### src/hw/rtl/ctc_pkg.sv
// ----------------------------------------------------------------------------
// ctc_pkg: shared types and constants of the columnar transposition cipher
// Field widths, status codes, register selects, state types and the control
// structs exchanged between the top level and the address walker.
// ----------------------------------------------------------------------------
package ctc_pkg;

   // Field widths fixed by the interface
   localparam int CHAR_W = 8;
   localparam int KEY_W  = 7;
   localparam int STAT_W = 3;

   // Result status codes
   localparam logic [STAT_W-1:0] STAT_OK        = 3'd0;
   localparam logic [STAT_W-1:0] STAT_NONLETTER = 3'd1;
   localparam logic [STAT_W-1:0] STAT_KEY_LONG  = 3'd2;
   localparam logic [STAT_W-1:0] STAT_KEY_SHORT = 3'd3;
   localparam logic [STAT_W-1:0] STAT_OVERFLOW  = 3'd4;

   // Register select (address bit 2)
   localparam logic CSR_SEL_KEY = 1'b0;
   localparam logic CSR_SEL_DIR = 1'b1;

   // Reset values of the registers
   localparam logic [KEY_W-1:0] KEY_RESET = 7'd2;
   localparam logic             DIR_RESET = 1'b0;

   // Character constants
   localparam logic [CHAR_W-1:0] CHAR_SPACE   = 8'h20;
   localparam logic [CHAR_W-1:0] CHAR_UP_A    = 8'h41;
   localparam logic [CHAR_W-1:0] CHAR_UP_Z    = 8'h5A;
   localparam logic [CHAR_W-1:0] CHAR_LO_A    = 8'h61;
   localparam logic [CHAR_W-1:0] CHAR_LO_Z    = 8'h7A;
   localparam logic [CHAR_W-1:0] CHAR_CASE_MASK = 8'hDF;

   // Top-level message sequencer
   typedef enum logic [1:0] {
      S_LOAD,
      S_CHECK,
      S_WALK,
      S_ERROR
   } ctc_state_type;

   // Address walker sequencer
   typedef enum logic [1:0] {
      W_IDLE,
      W_DIV,
      W_ENC,
      W_DEC
   } walk_state_type;

   typedef struct packed {
      logic start;
      logic decrypt;
   } walk_ctrl_type;

   typedef struct packed {
      logic valid;
      logic last;
   } walk_stat_type;

endpackage

### src/hw/rtl/columnar_transposition_cipher.sv
// ----------------------------------------------------------------------------
// columnar_transposition_cipher: columnar transposition with a column-count key
// Loads a message a byte at a time, then emits the transposed letters or
// a single error status.
// ----------------------------------------------------------------------------
// Usage:
//   The request channel takes one message byte per transaction, one per cycle
//   while loading. Spaces are dropped, letters uppercased into the store,
//   other bytes flag status 1. req_in_last closes the message; req_stall then
//   stays high until the last read of the message has been issued, or until
//   the error transaction has entered the output register.
//   The cycle after the closing byte checks the key. An error gives one
//   response with out_char 0, loaded from the error state into the output
//   register. Encryption then streams one letter per cycle while the receiver
//   does not stall; decryption first counts the table rows by repeated
//   addition of the key, then streams one letter per cycle in the same way.
//   The response channel has a read-data stage and an output register, so a
//   stalled receiver only pauses the walk; nothing is lost or repeated, and
//   the next message can load while the final letters wait to be taken.
//   Reset (synchronous) empties the message, key_columns = 2, direction = 0.
//   Registers: offset 0 key_columns, offset 4 direction; write while idle.
// ----------------------------------------------------------------------------
module columnar_transposition_cipher import ctc_pkg::*; #(
   parameter int MAX_LEN = 64
) (
   input  logic              clock,
   input  logic              reset,
   // request channel
   input  logic              req_valid,
   output logic              req_stall,
   input  logic [CHAR_W-1:0] req_in_char,
   input  logic              req_in_last,
   // response channel
   output logic              rsp_valid,
   input  logic              rsp_stall,
   output logic [CHAR_W-1:0] rsp_out_char,
   output logic [STAT_W-1:0] rsp_status,
   output logic              rsp_out_last,
   // register port
   input  logic              psel,
   input  logic              penable,
   input  logic              pwrite,
   input  logic [2:0]        paddr,
   input  logic [31:0]       pwdata,
   output logic [31:0]       prdata,
   output logic              pready
);

   localparam int CW = $clog2(MAX_LEN + 1);
   localparam int AW = $clog2(MAX_LEN);
   localparam int SW = ((CW > KEY_W) ? CW : KEY_W) + 1;

   ctc_state_type      state_ff, state_in;
   logic [CW-1:0]      count_ff, count_in;
   logic [STAT_W-1:0]  err_ff, err_in;
   logic [KEY_W-1:0]   key_ff, key_in;
   logic               dir_ff, dir_in;
   logic               s1_valid_ff, s1_valid_in;
   logic               s1_last_ff, s1_last_in;
   logic               rsp_valid_ff, rsp_valid_in;
   logic [CHAR_W-1:0]  rsp_char_ff, rsp_char_in;
   logic [STAT_W-1:0]  rsp_status_ff, rsp_status_in;
   logic               rsp_last_ff, rsp_last_in;
   logic [CHAR_W-1:0]  rd_data_ff;

   logic [CHAR_W-1:0]  store_mem [MAX_LEN];

   logic               req_accept;
   logic               is_upper;
   logic               is_lower;
   logic               store_en;
   logic [CHAR_W-1:0]  letter_char;
   logic               out_free;
   logic               issue;
   logic               csr_write;
   logic [STAT_W-1:0]  err_final;
   logic [SW-1:0]      key_ext;
   logic [SW-1:0]      count_ext;

   walk_ctrl_type      walk_ctrl;
   walk_stat_type      walk_stat;
   logic [AW-1:0]      walk_addr;

   // Address walker
   ctc_walk #(
      .MAX_LEN (MAX_LEN)
   ) u_walk (
      .clock     (clock),
      .reset     (reset),
      .ctrl      (walk_ctrl),
      .advance   (issue),
      .n_letters (count_ff),
      .n_cols    (CW'(key_ff)),
      .stat      (walk_stat),
      .rd_addr   (walk_addr)
   );

   // Classify the incoming byte
   assign req_accept  = req_valid && !req_stall;
   assign is_upper    = (req_in_char >= CHAR_UP_A) && (req_in_char <= CHAR_UP_Z);
   assign is_lower    = (req_in_char >= CHAR_LO_A) && (req_in_char <= CHAR_LO_Z);
   assign letter_char = req_in_char & CHAR_CASE_MASK;
   assign store_en    = req_accept && (is_upper || is_lower) && (count_ff < CW'(MAX_LEN));

   // Output handshake and read issue
   assign out_free = !rsp_valid_ff || !rsp_stall;
   assign issue    = (state_ff == S_WALK) && walk_stat.valid && (!s1_valid_ff || out_free);

   assign key_ext   = SW'(key_ff);
   assign count_ext = SW'(count_ff);
   assign csr_write = psel && penable && pwrite && pready;

   // Control registers
   always_ff @(posedge clock) begin
      if (reset) begin
         state_ff     <= S_LOAD;
         count_ff     <= '0;
         err_ff       <= STAT_OK;
         key_ff       <= KEY_RESET;
         dir_ff       <= DIR_RESET;
         s1_valid_ff  <= 1'b0;
         rsp_valid_ff <= 1'b0;
      end else begin
         state_ff     <= state_in;
         count_ff     <= count_in;
         err_ff       <= err_in;
         key_ff       <= key_in;
         dir_ff       <= dir_in;
         s1_valid_ff  <= s1_valid_in;
         rsp_valid_ff <= rsp_valid_in;
      end
   end

   // Payload registers
   always_ff @(posedge clock) begin
      s1_last_ff    <= s1_last_in;
      rsp_char_ff   <= rsp_char_in;
      rsp_status_ff <= rsp_status_in;
      rsp_last_ff   <= rsp_last_in;
   end

   // Letter store: write while loading, registered read during the walk
   always_ff @(posedge clock) begin
      if (store_en) begin
         store_mem[count_ff[AW-1:0]] <= letter_char;
      end
      if (issue) begin
         rd_data_ff <= store_mem[walk_addr];
      end
   end

   // Key check on the closed message
   always_comb begin
      priority if (err_ff != STAT_OK) begin
         err_final = err_ff;
      end else if (key_ext > count_ext) begin
         err_final = STAT_KEY_LONG;
      end else if ((key_ff == KEY_W'(0)) || (key_ff == KEY_W'(1)) ||
                   (key_ext == count_ext)) begin
         err_final = STAT_KEY_SHORT;
      end else begin
         err_final = STAT_OK;
      end
   end

   // Message sequencer, register writes and response path
   always_comb begin
      state_in      = state_ff;
      count_in      = count_ff;
      err_in        = err_ff;
      key_in        = key_ff;
      dir_in        = dir_ff;
      s1_valid_in   = s1_valid_ff;
      s1_last_in    = s1_last_ff;
      rsp_valid_in  = rsp_valid_ff;
      rsp_char_in   = rsp_char_ff;
      rsp_status_in = rsp_status_ff;
      rsp_last_in   = rsp_last_ff;
      walk_ctrl     = '0;
      req_stall     = (state_ff != S_LOAD);

      // register writes
      if (csr_write) begin
         unique case (paddr[2])
            CSR_SEL_KEY: key_in = pwdata[KEY_W-1:0];
            CSR_SEL_DIR: dir_in = pwdata[0];
            default:     key_in = key_ff;
         endcase
      end

      unique case (state_ff)
         S_LOAD: begin
            if (req_accept) begin
               if (store_en) begin
                  count_in = count_ff + CW'(1);
               end else if ((req_in_char != CHAR_SPACE) && (err_ff == STAT_OK)) begin
                  err_in = (is_upper || is_lower) ? STAT_OVERFLOW : STAT_NONLETTER;
               end
               if (req_in_last) begin
                  state_in = S_CHECK;
               end
            end
         end
         S_CHECK: begin
            if (err_final != STAT_OK) begin
               err_in   = err_final;
               state_in = S_ERROR;
            end else begin
               walk_ctrl.start   = 1'b1;
               walk_ctrl.decrypt = dir_ff;
               state_in          = S_WALK;
            end
         end
         S_WALK: begin
            // drop the message once its final read is out
            if (issue && walk_stat.last) begin
               count_in = '0;
               err_in   = STAT_OK;
               state_in = S_LOAD;
            end
         end
         S_ERROR: begin
            if (!s1_valid_ff && out_free) begin
               count_in = '0;
               err_in   = STAT_OK;
               state_in = S_LOAD;
            end
         end
         default: begin
            state_in = S_LOAD;
         end
      endcase

      // read-data stage
      if (issue) begin
         s1_valid_in = 1'b1;
         s1_last_in  = walk_stat.last;
      end else if (out_free) begin
         s1_valid_in = 1'b0;
      end

      // output register: letters first, then an error transaction
      if (out_free) begin
         if (s1_valid_ff) begin
            rsp_valid_in  = 1'b1;
            rsp_char_in   = rd_data_ff;
            rsp_status_in = STAT_OK;
            rsp_last_in   = s1_last_ff;
         end else if (state_ff == S_ERROR) begin
            rsp_valid_in  = 1'b1;
            rsp_char_in   = '0;
            rsp_status_in = err_ff;
            rsp_last_in   = 1'b1;
         end else begin
            rsp_valid_in  = 1'b0;
         end
      end
   end

   // Register readback
   always_comb begin
      unique case (paddr[2])
         CSR_SEL_KEY: prdata = {{(32-KEY_W){1'b0}}, key_ff};
         CSR_SEL_DIR: prdata = {31'b0, dir_ff};
         default:     prdata = '0;
      endcase
   end

   assign pready       = 1'b1;
   assign rsp_valid    = rsp_valid_ff;
   assign rsp_out_char = rsp_char_ff;
   assign rsp_status   = rsp_status_ff;
   assign rsp_out_last = rsp_last_ff;

endmodule

### src/hw/rtl/ctc_walk.sv
// ----------------------------------------------------------------------------
// ctc_walk: read-address walker for the letter store
// Generates the store addresses of one message in output order, one per
// advance. Decrypt first counts the table rows by repeated addition of the
// key.
// ----------------------------------------------------------------------------
module ctc_walk import ctc_pkg::*; #(
   parameter int MAX_LEN = 64
) (
   input  logic                               clock,
   input  logic                               reset,
   input  walk_ctrl_type                      ctrl,
   input  logic                               advance,
   input  logic [$clog2(MAX_LEN+1)-1:0]       n_letters,
   input  logic [$clog2(MAX_LEN+1)-1:0]       n_cols,
   output walk_stat_type                      stat,
   output logic [$clog2(MAX_LEN)-1:0]         rd_addr
);

   localparam int CW = $clog2(MAX_LEN + 1);
   localparam int AW = $clog2(MAX_LEN);
   localparam int SW = CW + 1;

   walk_state_type state_ff, state_in;
   logic [CW-1:0]  pos_ff, pos_in;
   logic [CW-1:0]  col_ff, col_in;
   logic [CW-1:0]  acc_ff, acc_in;
   logic [CW-1:0]  rows_ff, rows_in;
   logic [CW-1:0]  rem_ff, rem_in;
   logic [CW-1:0]  base_ff, base_in;
   logic [CW-1:0]  lidx_ff, lidx_in;

   logic [SW-1:0]  acc_sum;
   logic [SW-1:0]  pos_step;
   logic [CW-1:0]  col_next;
   logic [CW-1:0]  len_next;

   // Hold the sequencer state
   always_ff @(posedge clock) begin
      if (reset) begin
         state_ff <= W_IDLE;
      end else begin
         state_ff <= state_in;
      end
   end

   // Hold the walk counters
   always_ff @(posedge clock) begin
      pos_ff  <= pos_in;
      col_ff  <= col_in;
      acc_ff  <= acc_in;
      rows_ff <= rows_in;
      rem_ff  <= rem_in;
      base_ff <= base_in;
      lidx_ff <= lidx_in;
   end

   // Advance the walk
   always_comb begin
      state_in = state_ff;
      pos_in   = pos_ff;
      col_in   = col_ff;
      acc_in   = acc_ff;
      rows_in  = rows_ff;
      rem_in   = rem_ff;
      base_in  = base_ff;
      lidx_in  = lidx_ff;
      stat     = '0;
      rd_addr  = pos_ff[AW-1:0];

      acc_sum  = {1'b0, acc_ff} + {1'b0, n_cols};
      pos_step = {1'b0, pos_ff} + {1'b0, n_cols};
      col_next = col_ff + CW'(1);
      // columns left of the remainder hold a full row count
      len_next = (col_next < rem_ff) ? rows_ff : rows_ff - CW'(1);

      unique case (state_ff)
         W_IDLE: begin
            if (ctrl.start) begin
               if (ctrl.decrypt) begin
                  acc_in   = '0;
                  rows_in  = '0;
                  state_in = W_DIV;
               end else begin
                  col_in   = n_cols - CW'(1);
                  pos_in   = n_cols - CW'(1);
                  state_in = W_ENC;
               end
            end
         end
         W_DIV: begin
            // count rows: add the key until the letter count is reached
            acc_in  = acc_sum[CW-1:0];
            rows_in = rows_ff + CW'(1);
            if (acc_sum >= {1'b0, n_letters}) begin
               rem_in   = n_letters - acc_ff;
               base_in  = n_letters - rows_ff - CW'(1);
               lidx_in  = n_letters - rows_ff - CW'(1);
               pos_in   = '0;
               col_in   = '0;
               state_in = W_DEC;
            end
         end
         W_ENC: begin
            // columns from last to first, each top to bottom
            stat.valid = 1'b1;
            stat.last  = (col_ff == '0) && (pos_step >= {1'b0, n_letters});
            rd_addr    = pos_ff[AW-1:0];
            if (advance) begin
               if (pos_step < {1'b0, n_letters}) begin
                  pos_in = pos_step[CW-1:0];
               end else if (col_ff == '0) begin
                  state_in = W_IDLE;
               end else begin
                  col_in = col_ff - CW'(1);
                  pos_in = col_ff - CW'(1);
               end
            end
         end
         W_DEC: begin
            // row-major output; track the source index of each cell
            stat.valid = 1'b1;
            stat.last  = ((pos_ff + CW'(1)) == n_letters);
            rd_addr    = lidx_ff[AW-1:0];
            if (advance) begin
               if (stat.last) begin
                  state_in = W_IDLE;
               end else begin
                  pos_in = pos_ff + CW'(1);
                  if (col_next == n_cols) begin
                     col_in  = '0;
                     base_in = base_ff + CW'(1);
                     lidx_in = base_ff + CW'(1);
                  end else begin
                     col_in  = col_next;
                     lidx_in = lidx_ff - len_next;
                  end
               end
            end
         end
         default: begin
            state_in = W_IDLE;
         end
      endcase
   end

endmodule

### config.mk
export PLATFORM = sky130hd
export DESIGN_NAME = columnar_transposition_cipher
export DESIGN_NICKNAME = d
export VERILOG_FILES = /design/src/hw/rtl/ctc_pkg.sv /design/src/hw/rtl/columnar_transposition_cipher.sv /design/src/hw/rtl/ctc_walk.sv
export SDC_FILE = /design/constraint.sdc
export NUM_CORES = 1
export LEC_CHECK = 0
export BUFFER_PORTS_ARGS = -buffer_cell sky130_fd_sc_hd__buf_2
export CORE_MARGIN = 2
export CORE_UTILIZATION = 53
export DETAILED_ROUTE_END_ITERATION = 12
export GPL_TIMING_DRIVEN = 0
export PLACE_DENSITY = 0.73
export SLEW_MARGIN = 20
export SYNTH_ARGS = -nofsm -noshare
export SYNTH_HDL_FRONTEND = slang
export SYNTH_SLANG_ARGS = --single-unit
### constraint.sdc
create_clock -name clock -period 3.6 [get_ports clock]
set_input_delay 0.72 -clock clock [delete_from_list [all_inputs] [get_ports clock]]
set_output_delay 0.72 -clock clock [all_outputs]
set_load 0.005 [all_outputs]
### After elaboration in Yosys (flattened, before gate mapping)

Memories as Yosys holds them, arrays and structs flattened. A register that Yosys moved wholly into a read port is not among the register bits.
Index checks and enable logic that the tools add are counted.

* register bits after elaboration: 94
* latch bits: 0
* RAM bits: 448
* ROM bits: 0
* input bits: 51
* output and inout bits: 47
* word-level logic and storage cells: 202
* memories kept: 1

* $add $sub $neg: 14
* $mul: 0
* div/mod/pow operators: 0
* $lt $le $gt $ge: 10
* eq/ne operators: 32
* shift operators: 0
* mux-type cells: 76
* bitwise logic cells: 1
* reduce and logical (&&, ||, !) cells: 48

Memories
* store_mem: words 64, bits a word 7, read ports 1, clocked after memory_dff 1, wr ports 1, line columnar_transposition_cipher.sv:66 `logic [CHAR_W-1:0] store_mem [MAX_LEN];`

Operators with widths (number)
* 7-bit two-way mux: 27
* 32-bit one-hot mux with 2 select lines: 1
* 7-bit one-hot mux with 2 select lines: 4
* 7-bit one-hot mux with 4 select lines: 2
* 7-bit by 1-bit adder with 7-bit output, second input constant: 5
* 2-bit two-way mux: 16
* 7-bit by 1-bit subtractor with 7-bit output, second input constant: 4
* 3-bit two-way mux: 9
* 2-bit inequality test, second input constant: 13
* 7-bit == test: 3
* 7-bit one-hot mux with 3 select lines: 1
* 7-bit subtractor: 3
* 7-bit by 7-bit adder with 8-bit output: 2
* 8-bit by 7-bit >= comparator with 1-bit output: 2
* 8-bit by 7-bit >= comparator with 1-bit output, second input constant: 2
* 8-bit by 7-bit less-or-equal comparator with 1-bit output, second input constant: 2
* 8-bit two-way mux: 2
* 2-bit one-hot mux with 4 select lines: 2
* 7-bit logical NOT: 2
* 2-bit by 1-bit inequality test with 1-bit output, second input constant: 7
* 7-bit AND reduction: 2
* 1-bit logical AND: 13
* 3-bit one-hot mux with 4 select lines: 1
* 5-bit AND reduction: 2
* other kinds (24): 54

### Logic depth before layout (Yosys ltp)

Gate-level depths: netlist of the first run.

* depth in word-level cells: 12
* depth in mapped cells: 19
* mapped depth without buffers: 18

### By module

From an unflattened synthesis of the first run, not the netlist that was laid out.

* cells, all modules: 1564
* area total of the unflattened synthesis: 24407.2 sq um

Modules (own cells, without submodules)
* columnar_transposition_cipher: instances 1, cells an instance 1058, area each 19696.4 sq um, sequential area each 14463.9 sq um
* ctc_walk: instances 1, cells an instance 506, area each 4710.8 sq um, sequential area each 1421.4 sq um

### Worst setup path before layout of the first run

Ideal clock, no wire load.

* path kind: flip-flop to flip-flop
* start point: reg u_walk.col_ff[0]
* end point: reg u_walk.lidx_ff[5], data pin
* setup time: 0.264 ns
* arrival time: 3.610 ns
* data required time: 3.336 ns
* path slack: -0.274 ns
* stages on the path, launching flop included: 20
* path buffers: 1
* clock period less this slack: 3.874 ns
* cells stage by stage: edfxtp_1 > clkbuf_1 > inv_1 > ha_1 > ha_1 > a21boi_0 > o21ai_0 > a21oi_1 > a211oi_1 > o21ai_0 > nand2_1 > o21ai_0 > ha_1 > nor2b_1 > o21ai_0 > a21boi_0 > or4_1 > nand4_1 > nor4_1 > nand3b_1

* longest elaborated chain between the ends: 8
* elaborated cells between the ends (all ways): 9
* those cells by class: add/sub: 2; order compare: 1; eq/ne: 1; mux: 5

Ends and longest elaborated chain
* start, declared: line ctc_walk.sv:26 `logic [CW-1:0] col_ff, col_in;`
* start signal, assigned: line ctc_walk.sv:50 `col_ff <= col_in;`
* 7-bit by 1-bit adder with 7-bit output (*): line ctc_walk.sv:73 `col_next = col_ff + CW'(1);`
* 7-bit < comparator: line ctc_walk.sv:75 `len_next = (col_next < rem_ff) ? rows_ff : rows_ff - CW'(1);`
* 7-bit two-way mux: line ctc_walk.sv:75
* 7-bit subtractor: line ctc_walk.sv:136 `lidx_in = lidx_ff - len_next;`
* 7-bit two-way mux (*): line ctc_walk.sv:130 `if (col_next == n_cols) begin`
* 7-bit two-way mux (*): line ctc_walk.sv:126 `if (stat.last) begin`
* 7-bit two-way mux (*): line ctc_walk.sv:125 `if (advance) begin`
* 7-bit one-hot mux with 2 select lines (*): line ctc_walk.sv:77 `unique case (state_ff)`
* via u_walk.lidx_in[5]: line ctc_walk.sv:31 `logic [CW-1:0] lidx_ff, lidx_in;`
* end signal, assigned: line ctc_walk.sv:55 `lidx_ff <= lidx_in;`
* end, declared: line ctc_walk.sv:31

Mark *: on every way through the listed nets, which the timed path passes. The rest lies on a longest branch. The select of a mux whose other input is x is not followed.
A chain may end at the register's enable or synchronous reset.

### Final worst setup path of the first run

* start point: reg u_walk.pos_ff[0]
* end point: reg u_walk.pos_ff[6], data pin

* longest elaborated chain between the ends: 5
* elaborated cells between the ends (all ways): 8
* those cells by class: add/sub: 2; order compare: 1; mux: 5

Ends and longest elaborated chain
* start, declared: line ctc_walk.sv:25 `logic [CW-1:0] pos_ff, pos_in;`
* start signal, assigned: line ctc_walk.sv:49 `pos_ff <= pos_in;`
* 7-bit by 7-bit adder with 8-bit output: line ctc_walk.sv:72 `pos_step = {1'b0, pos_ff} + {1'b0, n_cols};`
* 8-bit by 7-bit < comparator with 1-bit output: line ctc_walk.sv:110 `if (pos_step < {1'b0, n_letters}) begin`
* 7-bit two-way mux: line ctc_walk.sv:110
* 7-bit two-way mux: line ctc_walk.sv:109 `if (advance) begin`
* 7-bit one-hot mux with 4 select lines (*): line ctc_walk.sv:77
* via u_walk.pos_in[6]: line ctc_walk.sv:25

Marked as above.

==> impl_metrics.prom, run 1 <==
# TYPE chip_impl_metric gauge
chip_impl_metric{name="layout-area-overhead-vs-synth",unit="%"} 16.81
chip_impl_info{name="hold_end",value="key_ff[1]$_SDFFE_PP1P_"} 1
chip_impl_metric{name="max_ffs_per_register",unit=""} 448
chip_impl_info{name="netlist.top_cell.by_area",value="sky130_fd_sc_hd__edfxtp_1"} 1
chip_impl_info{name="path_class",value="reg -> reg"} 1
chip_impl_info{name="worst_path_max_delay_cell",value="sky130_fd_sc_hd__edfxtp_1"} 1
chip_impl_metric{name="synthesis.instances",unit=""} 1626
chip_impl_info{name="outcome",value="complete, but fails checks"} 1
chip_impl_metric{name="maxSlewHeadroom",unit=""} 0.06197
chip_impl_info{name="setup.worst_path.end_class",value="flop"} 1
chip_impl_info{name="failing_checks",value="negative setup slack"} 1
chip_impl_metric{name="cts_inserted_buffers",unit=""} 54
chip_impl_metric{name="fp.dieH",unit="um"} 219.0
chip_impl_metric{name="grt_first_pass_wirelength",unit="um"} 90730
chip_impl_info{name="hold_class",value="in -> reg"} 1
chip_impl_metric{name="cts_hold_buf",unit=""} 0
chip_impl_info{name="final_cell_mix",value="sky130_fd_sc_hd__edfxtp_1, sky130_fd_sc_hd__nand2_1, sky130_fd_sc_hd__nor2_1, sky130_fd_sc_hd__mux4_2, sky130_fd_sc_hd__buf_4"} 1
chip_impl_metric{name="via_per_inst",unit=""} 6.177
chip_impl_metric{name="ios",unit=""} 98
chip_impl_metric{name="setup_viol_count_final",unit=""} 36
chip_impl_metric{name="setup_ws",unit="ns"} -0.2159
chip_impl_metric{name="max_slew.worst_pin.slew",unit="ns"} 1.407
chip_impl_metric{name="yosysWarnings",unit=""} 0
chip_impl_metric{name="clock_insertion_delay_worst_skew",unit="ns"} 0.62
chip_impl_metric{name="worst_path_largest_cell_delay",unit="ns"} 0.45
chip_impl_metric{name="timing.max_cap.violations",unit=""} 0
chip_impl_metric{name="final-max-slew-violation-count",unit=""} 0
chip_impl_info{name="critical_path.reg2reg.startpoint",value="u_walk.pos_ff[0]$_DFFE_PP_"} 1
chip_impl_metric{name="r2r.worst_path.cells",unit=""} 16
chip_impl_metric{name="coreArea",unit="mm^2"} 0.04548
chip_impl_metric{name="critical_path_required",unit="ns"} 3.96
chip_impl_metric{name="antenna_found_initial",unit=""} 1
chip_impl_metric{name="firstDrtPassIters",unit=""} 9
chip_impl_info{name="grt_setup_unrepaired",value="yes"} 1
chip_impl_info{name="critical_path.startpoint_type",value="flop"} 1
chip_impl_metric{name="detail_route.drc_violations",unit=""} 0
chip_impl_metric{name="yosys_register_bits",unit=""} 537
chip_impl_metric{name="hold_viol",unit=""} 0
chip_impl_metric{name="design.die.area",unit="mm^2"} 0.04797
chip_impl_info{name="clock_tree.root_cell",value="sky130_fd_sc_hd__clkbuf_16"} 1
chip_impl_metric{name="wirelength",unit="um"} 61640
chip_impl_metric{name="num_vias",unit=""} 15184
chip_impl_metric{name="pin_count_of_the_biggest_net_entering_global_routing",unit=""} 68
chip_impl_metric{name="avgRoutedWirePerCell",unit="um"} 25.08
chip_impl_metric{name="initial_drc_count",unit=""} 1709
chip_impl_metric{name="power_density",unit="mW/mm^2"} 468.3
chip_impl_info{name="ys_top_cells_by_area",value="sky130_fd_sc_hd__edfxtp_1, sky130_fd_sc_hd__mux4_2, sky130_fd_sc_hd__ha_1"} 1
chip_impl_metric{name="synth_top_area_frac",unit=""} 0.6286
chip_impl_metric{name="drive_gt1_frac",unit=""} 0.2623
chip_impl_metric{name="peak_supply_drop",unit="V"} 0.0004519
chip_impl_metric{name="overflow",unit=""} 0
chip_impl_metric{name="rows",unit=""} 78
chip_impl_metric{name="min_path_cells",unit=""} 2
chip_impl_metric{name="htree_levels",unit=""} 2
chip_impl_metric{name="grt.total_usage",unit=""} 0.2565
chip_impl_metric{name="critPathMaxFanout",unit=""} 5
chip_impl_metric{name="synth_edf_count",unit=""} 513
chip_impl_metric{name="p_leak",unit="nW"} 9.939
chip_impl_info{name="mostFrequentLayoutCell",value="sky130_fd_sc_hd__edfxtp_1"} 1
chip_impl_metric{name="synth_cell_types",unit=""} 71
chip_impl_info{name="holdCritStartpoint",value="pwdata[1]"} 1
chip_impl_info{name="crit_start",value="u_walk.pos_ff[0]$_DFFE_PP_"} 1
chip_impl_metric{name="setup_tns",unit="ns"} -5.619
chip_impl_metric{name="fmax",unit="MHz"} 262.1
chip_impl_metric{name="async_flop_share",unit=""} 0
chip_impl_metric{name="synth-seq-area-share",unit=""} 0.6483
chip_impl_metric{name="initial_core_util",unit=""} 0.5388
chip_impl_metric{name="syn_area_per_cell",unit="um^2"} 15.07
chip_impl_metric{name="place_hpwl",unit="um"} 39570
chip_impl_metric{name="post_synth_instance_area",unit="mm^2"} 0.02450
chip_impl_metric{name="die_width",unit="um"} 219.0
chip_impl_metric{name="final_min_period_over_clock_period",unit=""} 1.060
chip_impl_metric{name="grt_pass1_vias",unit=""} 14719
chip_impl_metric{name="clock_path_buffers",unit=""} 3
chip_impl_metric{name="clock_sink_count",unit=""} 537
chip_impl_metric{name="place_congestion",unit=""} 0.9317
chip_impl_info{name="regToRegEndpoint",value="u_walk.pos_ff[6]$_DFFE_PP_"} 1
chip_impl_info{name="synth_top_flop_cell",value="sky130_fd_sc_hd__edfxtp_1"} 1
chip_impl_metric{name="r2r_slack",unit="ns"} -0.22
chip_impl_metric{name="place.port_buffers",unit=""} 41
chip_impl_metric{name="nNetsFinal",unit=""} 1935
chip_impl_info{name="crit_path_cell_trace",value="ha_2 -> fa_2 -> a21o_1 -> a21oi_2 -> o21bai_1 -> a21oi_2 -> xnor2_2 -> ha_1 -> buf_4 -> nor2b_4 -> a2111oi_4 -> buf_4 -> and2_4 -> nand2_2 -> o2111ai_2 -> o211ai_1"} 1
chip_impl_metric{name="ant_nets",unit=""} 0
chip_impl_info{name="tritoncts_clock_tree",value="built"} 1
chip_impl_metric{name="skew",unit="ns"} 0.02342
chip_impl_metric{name="worst_hold_slack",unit="ns"} 0.3021
chip_impl_metric{name="min_period",unit="ns"} 3.816
chip_impl_metric{name="worst_ep_arrival_time",unit="ns"} 4.18
chip_impl_metric{name="cts.clk_slew.worst_paths",unit="ns"} 0.07
-- cell type report --
cell class,count,area (um^2)
Clock buffer,64,1410
Fill cell,3232,16850
Sequential cell,537,15900
Timing Repair Buffer,108,769.5
Multi-Input combinational cell,965,8672
Tap cell,600,750.7
Antenna cell,1,2.502
Clock inverter,36,332.8
Buffer,99,599.3
Inverter,48,192.7
-- per-stage QoR --
step                std cells  utilization  power [mW]  area (um^2)  worst slack, ns
finish                   2458       0.6294       13.41        28630          -0.2159
floorplan                1651            -       7.483        24620         -0.02581
detailed placement       2293       0.5631       7.758        25610           -1.219
CTS                      2428       0.6132       13.34        27890          -0.2345
global route             2457       0.6294       13.74        28620          -0.3483
global placement         2292       0.5625       7.734        25580           -1.158
-- critical path: cells and delay by family, from the launching register on --
kind | cells | cell delay, ns
fa+ha+maj | 3 | 0.88
buf+inv | 2 | 0.33
flops | 1 | 0.45
xor+xnor | 1 | 0.16
compound gates | 7 | 1.30
simple gates | 3 | 0.43
-- worst max-delay path by stage --
stage                                        endpoint  slack, ns  depth (start not counted)
after global placement       count_ff[5]$_SDFFE_PP0P_      -1.16                          8
after detailed placement     count_ff[5]$_SDFFE_PP0P_      -1.22                          8
after CTS                 u_walk.lidx_ff[5]$_DFFE_PP_      -0.23                         19
after floorplan           u_walk.lidx_ff[5]$_DFFE_PP_      -0.03                         19
final                      u_walk.pos_ff[6]$_DFFE_PP_      -0.22                         16
after global routing      u_walk.lidx_ff[5]$_DFFE_PP_      -0.35                         19
-- cells by family after synthesis --
family                   synth area share
AO/OA/AOI/OAI                     0.05142
XOR/XNOR                          0.02946
adder cells (fa/ha/maj)           0.03778
buffers and inverters             0.03043
flip-flops                         0.6483
multiplexers                       0.1178
other                           0.0003065
AND/OR/NAND/NOR                   0.08450
-- synth_stat cells (all sizes together), types with 8 or more instances --
cell    number
edfxtp     513
nand2      168
nor2       134
mux4       112
ha          66
buf         56
o21ai       50
inv         48
nand3       46
a21oi       45
clkbuf      45
xnor2       45
mux2i       35
dfxtp       24
xor2        22
nor2b       15
and3        13
nor3        13
a21o        12
and2        12
nand2b      12
a31oi       11
nor4        10
a32oi        9
o221ai       9
nand3b       8
nand4        8
o21a         8
-- report_power, final --
group	switching [mW]	internal [mW]	leakage (nW)
combinational	0.537	0.360	4.26
sequential	0.0379	6.87	4.82
clock	2.38	3.22	0.858
-- routing by layer --
metal / global-route usage / routed length (um)
met4: 0.09324 / 2325
met1: 0.3437 / 23770
met2: 0.4242 / 30060
met5: 0 / 0
met3: 0.04588 / 5489
-- repair_timing --
action / 4_1_cts / 5_1_grt
buffers inserted: 36 / 34
pin swaps: 36 / 69
gates resized for setup: 77 / 128
setup endpoints to repair: 526 / 138
(Power assumes the default switching activity.)
==> run 2: changes to the inputs <==
--- a/config.mk
+++ b/config.mk
@@ -6,7 +6,6 @@
 export NUM_CORES = 1
 export LEC_CHECK = 0
 export BUFFER_PORTS_ARGS = -buffer_cell sky130_fd_sc_hd__buf_2
-export CORE_MARGIN = 2
 export CORE_UTILIZATION = 53
 export DETAILED_ROUTE_END_ITERATION = 12
 export GPL_TIMING_DRIVEN = 0
==> impl_metrics.prom, run 2 (same netlist as run 1, synthesis figures left out) <==
# TYPE chip_impl_metric gauge
chip_impl_info{name="outcome",value="complete, but fails checks"} 1
chip_impl_info{name="failing_checks",value="negative setup slack"} 1
chip_impl_metric{name="ios",unit=""} 98
chip_impl_metric{name="critPathMaxFanout",unit=""} 4
chip_impl_metric{name="num_vias",unit=""} 15026
chip_impl_metric{name="cts.clk_slew.worst_paths",unit="ns"} 0.07
chip_impl_metric{name="met3RoutedLength",unit="um"} 5110
chip_impl_metric{name="place_hpwl",unit="um"} 39090
chip_impl_metric{name="critical_path_required",unit="ns"} 3.93
chip_impl_metric{name="via_per_inst",unit=""} 6.153
chip_impl_metric{name="place_congestion",unit=""} 0.9532
chip_impl_info{name="crit_path_cell_trace",value="ha_2 -> and3_4 -> xor2_4 -> ha_4 -> nand2_1 -> a21oi_2 -> a211oi_4 -> o21a_2 -> xnor2_1 -> ha_1 -> nor2b_1 -> o21ai_1 -> a21boi_2 -> or4_4 -> nand4_1 -> nor4_1 -> nand3b_1"} 1
chip_impl_metric{name="cts_hold_buf",unit=""} 0
chip_impl_metric{name="design.die.area",unit="mm^2"} 0.04710
chip_impl_metric{name="antenna_found_initial",unit=""} 0
chip_impl_metric{name="initial_drc_count",unit=""} 1428
chip_impl_metric{name="overflow",unit=""} 0
chip_impl_info{name="grt_setup_unrepaired",value="yes"} 1
chip_impl_info{name="setup.worst_path.end_class",value="flop"} 1
chip_impl_metric{name="place_ws",unit="ns"} -1.203
chip_impl_metric{name="pin_count_of_the_biggest_net_entering_global_routing",unit=""} 68
chip_impl_metric{name="fp.dieH",unit="um"} 217.0
chip_impl_metric{name="grt_pass1_vias",unit=""} 14510
chip_impl_metric{name="setup_ws",unit="ns"} -0.1577
chip_impl_metric{name="hold_viol",unit=""} 0
chip_impl_metric{name="n_antenna_cell",unit=""} 0
chip_impl_metric{name="max_slew.worst_pin.slew",unit="ns"} 1.147
chip_impl_metric{name="max_ffs_per_register",unit=""} 448
chip_impl_metric{name="coreArea",unit="mm^2"} 0.04548
chip_impl_metric{name="peak_supply_drop",unit="V"} 0.0005021
chip_impl_metric{name="finalNonFillerCells",unit=""} 2442
chip_impl_metric{name="met1Wirelength",unit="um"} 23880
chip_impl_metric{name="worst_path_largest_cell_delay",unit="ns"} 0.43
chip_impl_metric{name="final_min_period_over_clock_period",unit=""} 1.044
chip_impl_metric{name="die_width",unit="um"} 217.0
chip_impl_info{name="worst_path_max_delay_cell",value="sky130_fd_sc_hd__or4_4"} 1
chip_impl_metric{name="initial_core_util",unit=""} 0.5388
chip_impl_metric{name="clock_insertion_delay_worst_skew",unit="ns"} 0.62
chip_impl_metric{name="fmax",unit="MHz"} 266.1
chip_impl_metric{name="place.port_buffers",unit=""} 41
chip_impl_metric{name="maxSlewHeadroom",unit=""} 0.2351
chip_impl_metric{name="grt.total_usage",unit=""} 0.2578
chip_impl_metric{name="layout-area-overhead-vs-synth",unit="%"} 15.50
chip_impl_metric{name="detail_route.drc_violations",unit=""} 0
chip_impl_metric{name="min_period",unit="ns"} 3.758
chip_impl_metric{name="cts_inserted_buffers",unit=""} 52
chip_impl_metric{name="drive_gt1_frac",unit=""} 0.2503
chip_impl_metric{name="power_density",unit="mW/mm^2"} 461.0
chip_impl_metric{name="grt_first_pass_wirelength",unit="um"} 89710
chip_impl_info{name="tritoncts_clock_tree",value="built"} 1
chip_impl_metric{name="wirelength",unit="um"} 60310
chip_impl_info{name="critical_path.startpoint_type",value="flop"} 1
chip_impl_metric{name="clock_sink_count",unit=""} 537
chip_impl_metric{name="avgRoutedWirePerCell",unit="um"} 24.70
chip_impl_metric{name="final-max-slew-violation-count",unit=""} 0
chip_impl_info{name="mostFrequentLayoutCell",value="sky130_fd_sc_hd__edfxtp_1"} 1
chip_impl_metric{name="clock_path_buffers",unit=""} 3
chip_impl_info{name="path_class",value="reg -> reg"} 1
chip_impl_metric{name="met2_length",unit="um"} 29120
chip_impl_metric{name="setup_viol_count_final",unit=""} 26
chip_impl_info{name="clock_tree.root_cell",value="sky130_fd_sc_hd__clkbuf_16"} 1
chip_impl_metric{name="htree_levels",unit=""} 2
chip_impl_info{name="hold_class",value="in -> reg"} 1
chip_impl_metric{name="nNetsFinal",unit=""} 1923
chip_impl_metric{name="ant_nets",unit=""} 0
chip_impl_info{name="final_cell_mix",value="sky130_fd_sc_hd__edfxtp_1, sky130_fd_sc_hd__nand2_1, sky130_fd_sc_hd__mux4_2, sky130_fd_sc_hd__nor2_1, sky130_fd_sc_hd__buf_4"} 1
chip_impl_metric{name="worst_ep_arrival_time",unit="ns"} 4.09
chip_impl_metric{name="rows",unit=""} 78
chip_impl_metric{name="p_leak",unit="nW"} 9.768
chip_impl_metric{name="dpl.cell_count",unit=""} 2292
chip_impl_metric{name="timing.max_cap.violations",unit=""} 0
chip_impl_info{name="routed.top_layer",value="met4"} 1
chip_impl_metric{name="skew",unit="ns"} 0.03788
chip_impl_metric{name="firstDrtPassIters",unit=""} 8
==> run 2: worst paths after layout <==
kind,start,end,slack (ns),depth (start not counted)
max reg2reg,u_walk.col_ff[1]$_DFFE_PP_,u_walk.lidx_ff[5]$_DFFE_PP_,-0.16,17
min,pwdata[1],key_ff[1]$_SDFFE_PP1P_,0.35,2
max,u_walk.col_ff[1]$_DFFE_PP_,u_walk.lidx_ff[5]$_DFFE_PP_,-0.16,17
min reg2reg,rd_data_ff[2]$_DFFE_PP_,rsp_out_char[2]$_SDFFCE_PN0P_,0.50,1
==> run 2: area by class of cell <==
cell class                      instances  area [um^2]
Sequential cell                       537        15890
Timing Repair Buffer                   98        674.4
Inverter                               48        196.4
Fill cell                            3269        17180
Tap cell                              600        750.7
Buffer                                 98        591.8
Multi-Input combinational cell        966         8566
Clock inverter                         22        230.2
Clock buffer                           73         1401
==> run 2: layer usage <==
| layer | vias to the layer above | track usage |
|---|---|---|
| met4 | 0 | 0.09085 |
| li1 | 6527 | - |
| met2 | 771 | 0.4162 |
| met3 | 150 | 0.04151 |
| met1 | 7578 | 0.3576 |
| met5 | - | 0 |
==> run 2: power by group <==
part	leakage [nW]	switching [mW]	total, mW	internal, mW
clock	0.774	2.34	5.28	2.94
sequential	4.82	0.0396	6.91	6.87
combinational	4.18	0.517	0.861	0.344
total	9.77	2.89	13.0	10.2
==> run 2: stage by stage <==
step | total power, mW | hold slack, ns | utilization | setup TNS, ns | cell area (um^2)
final | 13.05 | 0.3466 | 0.6223 | -1.979 | 28300
after global routing | 13.38 | 0.3442 | 0.6223 | -5.858 | 28300
after global placement | 7.731 | 0.4842 | 0.5625 | -371.60 | 25580
after CTS | 13.00 | 0.3177 | 0.6078 | -0.1322 | 27640
after floorplan | 7.483 | 0.4657 | - | -0.02581 | 24620
after detailed placement | 7.756 | 0.5112 | 0.5626 | -399.21 | 25590
==> run 2: worst max-delay path, delay by kind of cell (launching register included) <==
family                   cells  cell delay [ns]
AND/OR/NAND/NOR              7             1.15
AO/OA/AOI/OAI                5             0.85
XOR/XNOR                     2             0.37
adder cells (fa/ha/maj)      3             0.70
flip-flops                   1             0.41
==> run 2: repair_timing <==
action                                  in CTS  in global routing
pin swaps                                   24                 59
resized for setup                           68                114
gates cloned                                 1                  0
endpoints found under the setup margin     526                180
setup buffers                               29                 29
